**src/rtl/s1bsh_pkg.sv**
```systemverilog
// Shared types, constants and round helpers for the SHA-1 byte stream hasher.
// No dependencies; used by s1bsh_round and sha1_byte_stream_hasher_top.
`timescale 1ns / 1ps

package s1bsh_pkg;

  localparam int WordW  = 32;
  localparam int RoundW = 7;
  localparam int CntW   = 6;
  localparam int LenW   = 64;

  localparam logic [RoundW-1:0] LastRound = 7'd79;

  localparam logic [WordW-1:0] Iv0 = 32'h67452301;
  localparam logic [WordW-1:0] Iv1 = 32'hefcdab89;
  localparam logic [WordW-1:0] Iv2 = 32'h98badcfe;
  localparam logic [WordW-1:0] Iv3 = 32'h10325476;
  localparam logic [WordW-1:0] Iv4 = 32'hc3d2e1f0;

  localparam logic [7:0] PadByte = 8'h80;

  // a..e working variables of one compression
  typedef struct packed {
    logic [WordW-1:0] a;
    logic [WordW-1:0] b;
    logic [WordW-1:0] c;
    logic [WordW-1:0] d;
    logic [WordW-1:0] e;
  } work_t;

  function automatic logic [WordW-1:0] round_k(input logic [RoundW-1:0] r);
    logic [WordW-1:0] k;
    if (r < 7'd20)      k = 32'h5a827999;
    else if (r < 7'd40) k = 32'h6ed9eba1;
    else if (r < 7'd60) k = 32'h8f1bbcdc;
    else                k = 32'hca62c1d6;
    return k;
  endfunction

  function automatic logic [WordW-1:0] rotl(input logic [WordW-1:0] x,
                                            input int unsigned n);
    return (x << n) | (x >> (WordW - n));
  endfunction

endpackage

```
**src/rtl/sha1_byte_stream_hasher_top.sv**
```systemverilog
// SHA-1 hasher top level: byte packing, block window, sequencer, padding and digest out.
// Depends on s1bsh_pkg and s1bsh_round.
`timescale 1ns / 1ps

// Message bytes enter one beat at a time on the in_ stream (in_tuser high when the
// beat carries a byte, in_tlast high to end the message; an end beat with no byte is
// allowed, so the empty message works). Every 64th byte starts a compression on a
// single shared round unit, one round per cycle: 80 rounds, then the chaining add,
// with in_tready low throughout. After the end beat the block feeds its own padding
// and length bytes (9 to 72 of them), one per cycle except while a compression runs,
// with one or two more compressions, then presents the five digest words on the
// out_ stream, word 0 first, out_tlast on word 4, and returns to idle with its state cleared.
module sha1_byte_stream_hasher_top (
  input  logic        clk,
  input  logic        rst_n,
  input  logic        in_tvalid,
  output logic        in_tready,
  input  logic [7:0]  in_tdata,   // [7:0] msg_byte
  input  logic        in_tuser,   // has_byte
  input  logic        in_tlast,   // is_last
  output logic        out_tvalid,
  input  logic        out_tready,
  output logic [31:0] out_tdata,  // [31:0] digest_word
  output logic [2:0]  out_tuser,  // [2:0] word_index
  output logic        out_tlast   // last_word
);

  localparam logic [2:0] ST_IDLE = 3'd0;
  localparam logic [2:0] ST_COMP = 3'd1;
  localparam logic [2:0] ST_FIN  = 3'd2;
  localparam logic [2:0] ST_PAD  = 3'd3;
  localparam logic [2:0] ST_OUT  = 3'd4;

  localparam logic [2:0] LastIdx = 3'd4;

  logic [2:0]                        state_r, state_nxt;
  logic [s1bsh_pkg::CntW-1:0]        cnt_r, cnt_nxt;
  logic [s1bsh_pkg::LenW-1:0]        bits_r, bits_nxt;
  logic [s1bsh_pkg::RoundW-1:0]      rnd_r, rnd_nxt;
  logic [2:0]                        idx_r, idx_nxt;
  logic                              last_r, last_nxt;
  logic                              sent80_r, sent80_nxt;
  logic                              lenph_r, lenph_nxt;
  logic [23:0]                       acc_r, acc_nxt;
  logic [s1bsh_pkg::WordW-1:0]       chain_r [5];
  logic [s1bsh_pkg::WordW-1:0]       win_r [16];
  s1bsh_pkg::work_t                  ws_r, ws_nxt, ws_rnd, chain_w;

  logic                              absorb;
  logic [7:0]                        abs_byte;
  logic [s1bsh_pkg::WordW-1:0]       full_word;
  logic                              push_byte;
  logic                              push_rnd;
  logic [s1bsh_pkg::WordW-1:0]       wr;
  logic                              block_done;
  logic                              chain_add;
  logic                              chain_clr;
  logic                              in_acc;
  logic                              out_acc;

  assign in_acc  = in_tvalid && in_tready;
  assign out_acc = out_tvalid && out_tready;

  assign chain_w = '{a: chain_r[0], b: chain_r[1], c: chain_r[2],
                     d: chain_r[3], e: chain_r[4]};

  // schedule word: first 16 rounds recycle the block, then expand in place
  assign wr = (rnd_r < 7'd16) ? win_r[0]
            : s1bsh_pkg::rotl(win_r[13] ^ win_r[8] ^ win_r[2] ^ win_r[0], 1);

  s1bsh_round u_round (
    .cur (ws_r),
    .wr  (wr),
    .rnd (rnd_r),
    .nxt (ws_rnd)
  );

  assign full_word  = {acc_r, abs_byte};
  assign push_byte  = absorb && (cnt_r[1:0] == 2'd3);
  assign push_rnd   = (state_r == ST_COMP);
  assign block_done = absorb && (cnt_r == 6'd63);

  assign in_tready  = (state_r == ST_IDLE);
  assign out_tvalid = (state_r == ST_OUT);
  assign out_tuser  = idx_r;
  assign out_tlast  = (idx_r == LastIdx);

  always_comb begin
    case (idx_r)
      3'd0:    out_tdata = chain_r[0];
      3'd1:    out_tdata = chain_r[1];
      3'd2:    out_tdata = chain_r[2];
      3'd3:    out_tdata = chain_r[3];
      default: out_tdata = chain_r[4];
    endcase
  end

  always_comb begin
    state_nxt  = state_r;
    cnt_nxt    = cnt_r;
    bits_nxt   = bits_r;
    rnd_nxt    = rnd_r;
    idx_nxt    = idx_r;
    last_nxt   = last_r;
    sent80_nxt = sent80_r;
    lenph_nxt  = lenph_r;
    ws_nxt     = ws_r;
    absorb     = 1'b0;
    abs_byte   = in_tdata;
    chain_add  = 1'b0;
    chain_clr  = 1'b0;

    unique case (state_r)
      ST_IDLE: begin
        if (in_acc) begin
          last_nxt = in_tlast;
          if (in_tuser) begin
            absorb   = 1'b1;
            bits_nxt = bits_r + 64'd8;
          end
          if (in_tuser && cnt_r == 6'd63) begin
            state_nxt = ST_COMP;
          end else if (in_tlast) begin
            state_nxt = ST_PAD;
          end
        end
      end
      ST_PAD: begin
        absorb = 1'b1;
        if (!sent80_r) begin
          abs_byte   = s1bsh_pkg::PadByte;
          sent80_nxt = 1'b1;
        end else if (lenph_r || cnt_r == 6'd56) begin
          // length goes out most significant byte first
          abs_byte  = bits_r[63:56];
          bits_nxt  = bits_r << 8;
          lenph_nxt = 1'b1;
        end else begin
          abs_byte = 8'h00;
        end
        if (cnt_r == 6'd63) state_nxt = ST_COMP;
      end
      ST_COMP: begin
        ws_nxt  = ws_rnd;
        rnd_nxt = rnd_r + 7'd1;
        if (rnd_r == s1bsh_pkg::LastRound) state_nxt = ST_FIN;
      end
      ST_FIN: begin
        chain_add = 1'b1;
        if (lenph_r) begin
          state_nxt = ST_OUT;
          idx_nxt   = 3'd0;
        end else if (last_r) begin
          state_nxt = ST_PAD;
        end else begin
          state_nxt = ST_IDLE;
        end
      end
      ST_OUT: begin
        if (out_acc) begin
          idx_nxt = idx_r + 3'd1;
          if (idx_r == LastIdx) begin
            chain_clr  = 1'b1;
            state_nxt  = ST_IDLE;
            cnt_nxt    = '0;
            bits_nxt   = '0;
            last_nxt   = 1'b0;
            sent80_nxt = 1'b0;
            lenph_nxt  = 1'b0;
          end
        end
      end
      default: state_nxt = ST_IDLE;
    endcase

    if (absorb) cnt_nxt = cnt_r + 6'd1;
    if (block_done) begin
      ws_nxt  = chain_w;
      rnd_nxt = '0;
    end
    acc_nxt = absorb ? full_word[23:0] : acc_r;
  end

  always_ff @(posedge clk) begin
    if (!rst_n) begin
      state_r  <= ST_IDLE;
      cnt_r    <= '0;
      bits_r   <= '0;
      rnd_r    <= '0;
      idx_r    <= '0;
      last_r   <= 1'b0;
      sent80_r <= 1'b0;
      lenph_r  <= 1'b0;
    end else begin
      state_r  <= state_nxt;
      cnt_r    <= cnt_nxt;
      bits_r   <= bits_nxt;
      rnd_r    <= rnd_nxt;
      idx_r    <= idx_nxt;
      last_r   <= last_nxt;
      sent80_r <= sent80_nxt;
      lenph_r  <= lenph_nxt;
    end
  end

  always_ff @(posedge clk) begin
    if (!rst_n || chain_clr) begin
      chain_r[0] <= s1bsh_pkg::Iv0;
      chain_r[1] <= s1bsh_pkg::Iv1;
      chain_r[2] <= s1bsh_pkg::Iv2;
      chain_r[3] <= s1bsh_pkg::Iv3;
      chain_r[4] <= s1bsh_pkg::Iv4;
    end else if (chain_add) begin
      chain_r[0] <= chain_r[0] + ws_r.a;
      chain_r[1] <= chain_r[1] + ws_r.b;
      chain_r[2] <= chain_r[2] + ws_r.c;
      chain_r[3] <= chain_r[3] + ws_r.d;
      chain_r[4] <= chain_r[4] + ws_r.e;
    end
  end

  // block window: bytes fill it a word at a time, rounds rotate and expand it
  always_ff @(posedge clk) begin
    acc_r <= acc_nxt;
    ws_r  <= ws_nxt;
    if (push_byte || push_rnd) begin
      for (int i = 0; i < 15; i++) begin
        win_r[i] <= win_r[i+1];
      end
      win_r[15] <= push_rnd ? wr : full_word;
    end
  end

endmodule

```
**src/rtl/s1bsh_round.sv**
```systemverilog
// One SHA-1 round: boolean function, constant and the five-operand add.
// Depends on s1bsh_pkg.
`timescale 1ns / 1ps

module s1bsh_round (
  input  s1bsh_pkg::work_t                     cur,
  input  logic [s1bsh_pkg::WordW-1:0]          wr,
  input  logic [s1bsh_pkg::RoundW-1:0]         rnd,
  output s1bsh_pkg::work_t                     nxt
);

  logic [s1bsh_pkg::WordW-1:0] f;
  logic [s1bsh_pkg::WordW-1:0] t;

  always_comb begin
    if (rnd < 7'd20) begin
      f = ((cur.c ^ cur.d) & cur.b) ^ cur.d;
    end else if (rnd < 7'd40) begin
      f = cur.b ^ cur.c ^ cur.d;
    end else if (rnd < 7'd60) begin
      f = (cur.b & cur.c) | (cur.d & (cur.b | cur.c));
    end else begin
      f = cur.b ^ cur.c ^ cur.d;
    end
    t = s1bsh_pkg::rotl(cur.a, 5) + f + cur.e + wr + s1bsh_pkg::round_k(rnd);
    nxt.a = t;
    nxt.b = cur.a;
    nxt.c = s1bsh_pkg::rotl(cur.b, 30);
    nxt.d = cur.c;
    nxt.e = cur.d;
  end

endmodule
```
**config.mk**
```make
export PLATFORM = sky130hd
export DESIGN_NAME = sha1_byte_stream_hasher_top
export DESIGN_NICKNAME = d
export VERILOG_FILES = /design/src/rtl/s1bsh_pkg.sv /design/src/rtl/sha1_byte_stream_hasher_top.sv /design/src/rtl/s1bsh_round.sv
export SDC_FILE = /design/constraint.sdc
export NUM_CORES = 2
export LEC_CHECK = 0
export BUFFER_PORTS_ARGS = -buffer_cell sky130_fd_sc_hd__buf_4
export CAP_MARGIN = 5
export CORE_MARGIN = 2
export CORE_UTILIZATION = 65
export CTS_BUF_LIST = sky130_fd_sc_hd__clkbuf_4 sky130_fd_sc_hd__clkbuf_8
export DETAILED_ROUTE_END_ITERATION = 16
export PLACE_DENSITY_LB_ADDON = 0.3
export SKIP_LAST_GASP = 1
export SYNTH_ARGS = -nofsm -noshare
export SYNTH_HDL_FRONTEND = slang
export SYNTH_SLANG_ARGS = --single-unit
```
**constraint.sdc**
```tcl
create_clock -name clk -period 40.4 [get_ports clk]
set_clock_uncertainty 0.2 [all_clocks]
set_input_delay 8.08 -clock clk [delete_from_list [all_inputs] [get_ports clk]]
set_output_delay 8.08 -clock clk [all_outputs]
set_load 0.02 [all_outputs]
```
==> key figures <==
Run status
  • Status: completed

Final layout
  • Storage cell area: 0.0274 mm²
  • Layout Nets: 4650
  • Area of the multi-input gates: 0.0196 mm²
  • Most common cell after layout, fill and taps aside: edfxtp_1
  • Filler cells: 5082
  • Most frequent cells in the layout: 856 x edfxtp_1, 593 x nand2_1, 276 x nor2_1, 273 x o21ai_0, 269 x inv_1
  • Layout cells sized above 1: 8.49%
  • Post-route cell area: 0.0528 mm²
  • Layout Area Growth over Synthesis: 8.92%

Clocking
  • Num CTS Buffers: 156
  • # hold bufs at CTS: 0
  • Setup Buffers After CTS: 0
  • Worst-Skew Late Latency: 830 ps
  • H-tree Lvls: 4
  • Post-CTS Resized: 0
  • Clock Tree Root: clkbuf_8
  • Longest Clk Path Bufs: 3
  • Sink Count: 939
  • CTS tree: yes
  • Clock transition at path regs: 60 ps

Setup path
  • Critical path fanouts, max: 48
  • Critical path's top delay family: simple AND/OR/NAND/NOR gates
  • Worst setup SP type: register
  • Reg2Reg Depth: 24
  • Largest stage delay on the critical path: 790 ps
  • Most used cell, CP: buf_4
  • RR Endpoint: ws_r[157]
  • Arr. time, crit path: 3920 ps
  • Bufs and invs on worst path: 3
  • Crit Path Category: reg2out
  • Required time of the critical path: 32120 ps
  • Worst path slowest cell: nor2b_4
  • Reg-to-reg slack, setup: 32400 ps
  • Crit-path cells: inv_1, ha_1, nor2b_4, or4_2, buf_4, nor2_1, a31oi_1, buf_4
  • Critical Path End Type: output port
  • R2R Path Start: rnd_r[4]

Drt
  • Vias per cell: 6.20
  • Post-Route WL: 118000 µm
  • Final ANT Viol Nets: 0
  • Wire per inst: 21.9 µm
  • DRC errors left: 0
  • DR pass1 iterations: 5
  • Initial DRC count: 3757
  • Via count: 33475

Timing
  • Pins Over Slew Limit: 0
  • Tmin final: 12200 ps
  • Hold Fails Final Rpt: 0
  • Setup-failing EPs final: 0
  • Worst slew margin: 18.3%
  • Achievable Freq: 0.0820 GHz
  • Setup TNS: 0 ps
  • Worst Tran Pin Value: 1220 ps
  • RSZ-0062 raised after global routing: false
  • Period utilization: 30.2%

Run
  • Max_cap viols: 0

Min path
  • HP Class: reg2reg
  • Worst Hold End: win_r[0][80]
  • Hold path start: win_r[0][112]
  • Hold depth: 0

Yosys
  • Seq cells post-synth: 939
  • FFs w/ async S/R, synth: 0%
  • Number of synthesized flops with an enable pin: 856
  • Mapped cell area: 0.0485 mm²
  • Syn_nets: 4562
  • Mapped Cells: 4223
  • YS warnings: 0
  • Area contributors post-synth: edfxtp_1 53%, ha_1 5.3%, fa_1 4.9%
  • Register area share after synthesis: 56.4%
  • Yosys top cell area share: 53.0%
  • Post-synthesis average cell area: 11.5 µm²
  • Synth Flop Type: edfxtp_1
  • Yosys cell types: 89
  • Area leader, netlist: edfxtp_1

GRT
  • GRT Residual Overflow: 0
  • Vias in the first global route: 31810
  • Total GRT Usage: 30.7%
  • Largest net degree at the start of global routing: 208
  • First-pass GRT wire length: 181000 µm
  • Initial antenna violation count: 3

Floorplanning
  • Vert. Die Dim: 277 µm
  • Io pins: 52
  • # rows: 100
  • Die Wd: 277 µm
  • Starting density of the core: 65.4%
  • Core area: 0.0742 mm²
  • Die ar.: 0.0768 mm²

Place
  • Placed cell area: 0.0498 mm²
  • # port buffers: 51
  • Routability congestion estimate: 0.949
  • Hpwl dp: 80200 µm
[flip-flops by register name, summed over array words and instances (netlist names)]
register / cells
lenph_r: 1
ws_r: 160
cnt_r: 6
win_r: 512
state_r: 3
out_tuser: 3
acc_r: 24
bits_r: 61
chain_r: 160
rnd_r: 7
last_r: 1
sent80_r: 1
[routing by layer]
layer,part of all wire (%),GRT usage [%],up-vias
met3,8.2,5.48,255
met2,46,47.0,1570
met4,3.6,12.4,2
met5,0.010,0,-
li1,-,-,15424
met1,42,43.9,16224
[kinds of logic (layout without fill, tap and decap cells)]
logic type	after synthesis	count (layout)	share of synthesized area (%)
adders and majority gates	325	325	10.2
DFF	939	939	56.4
buffers and inverters	422	627	3.33
and+or+nand+nor	1264	1264	11.8
other	0	2	0
AOI/OAI and AO/OA	962	962	12.5
muxes	41	41	0.846
xor gates and xnor gates	270	270	4.88
[worst max-delay path by stage]
stage	from	end	slack (ps)	cells past startpoint
2_1_floorplan	in_tvalid	win_r[0][0]	18760	6
3_3_place_gp	in_tvalid	win_r[0][106]	28140	9
3_5_place_dp	in_tvalid	win_r[0][74]	27990	9
4_1_cts	out_tuser[0]	out_tdata[23]	28210	8
5_1_grt	out_tuser[0]	out_tdata[13]	27910	8
6_report	out_tuser[0]	out_tdata[23]	28200	8
[layout make-up]
class,instances,area share (%)
inverters,270,1.92
flip-flops and latches,939,51.8
well taps,969,2.30
diodes,2,0.00948
clock buffers,198,4.71
repair buffers,82,1.21
multi-input cells,2862,37.1
clock inverters,77,0.924
[through the flow]
| step | worst slack, ps | utilization [%] | hold slack (ps) | cells |
|---|---|---|---|---|
| detailed placement | 27990 | 67.2 | 205 | 5122 |
| floorplan | 18760 | - | 200 | 4223 |
| finish | 28200 | 71.2 | 205 | 5399 |
| CTS | 28210 | 71.2 | 191 | 5397 |
| global route | 27910 | 71.2 | 213 | 5399 |
| global placement | 28140 | 67.2 | 200 | 5122 |
[synthesized netlist by cell type (38+ instances only)]
library cell  count
inv_1           269
a21o_1           90
a22oi_1          83
clkbuf_1        122
nand3_1          52
ha_1            206
nand2b_1         38
xor2_1           83
dfxtp_1          83
and2_1           47
a21oi_1         231
nand2_1         597
o21ai_0         273
nor2_1          279
mux2i_1          41
fa_1            119
nor3_1           63
edfxtp_1        856
a31oi_1          66
xnor2_1         187
nor2b_1          41
Power is not shown: default switching activity piles up to over one toggle a cycle in this logic, so the estimate is an artifact.
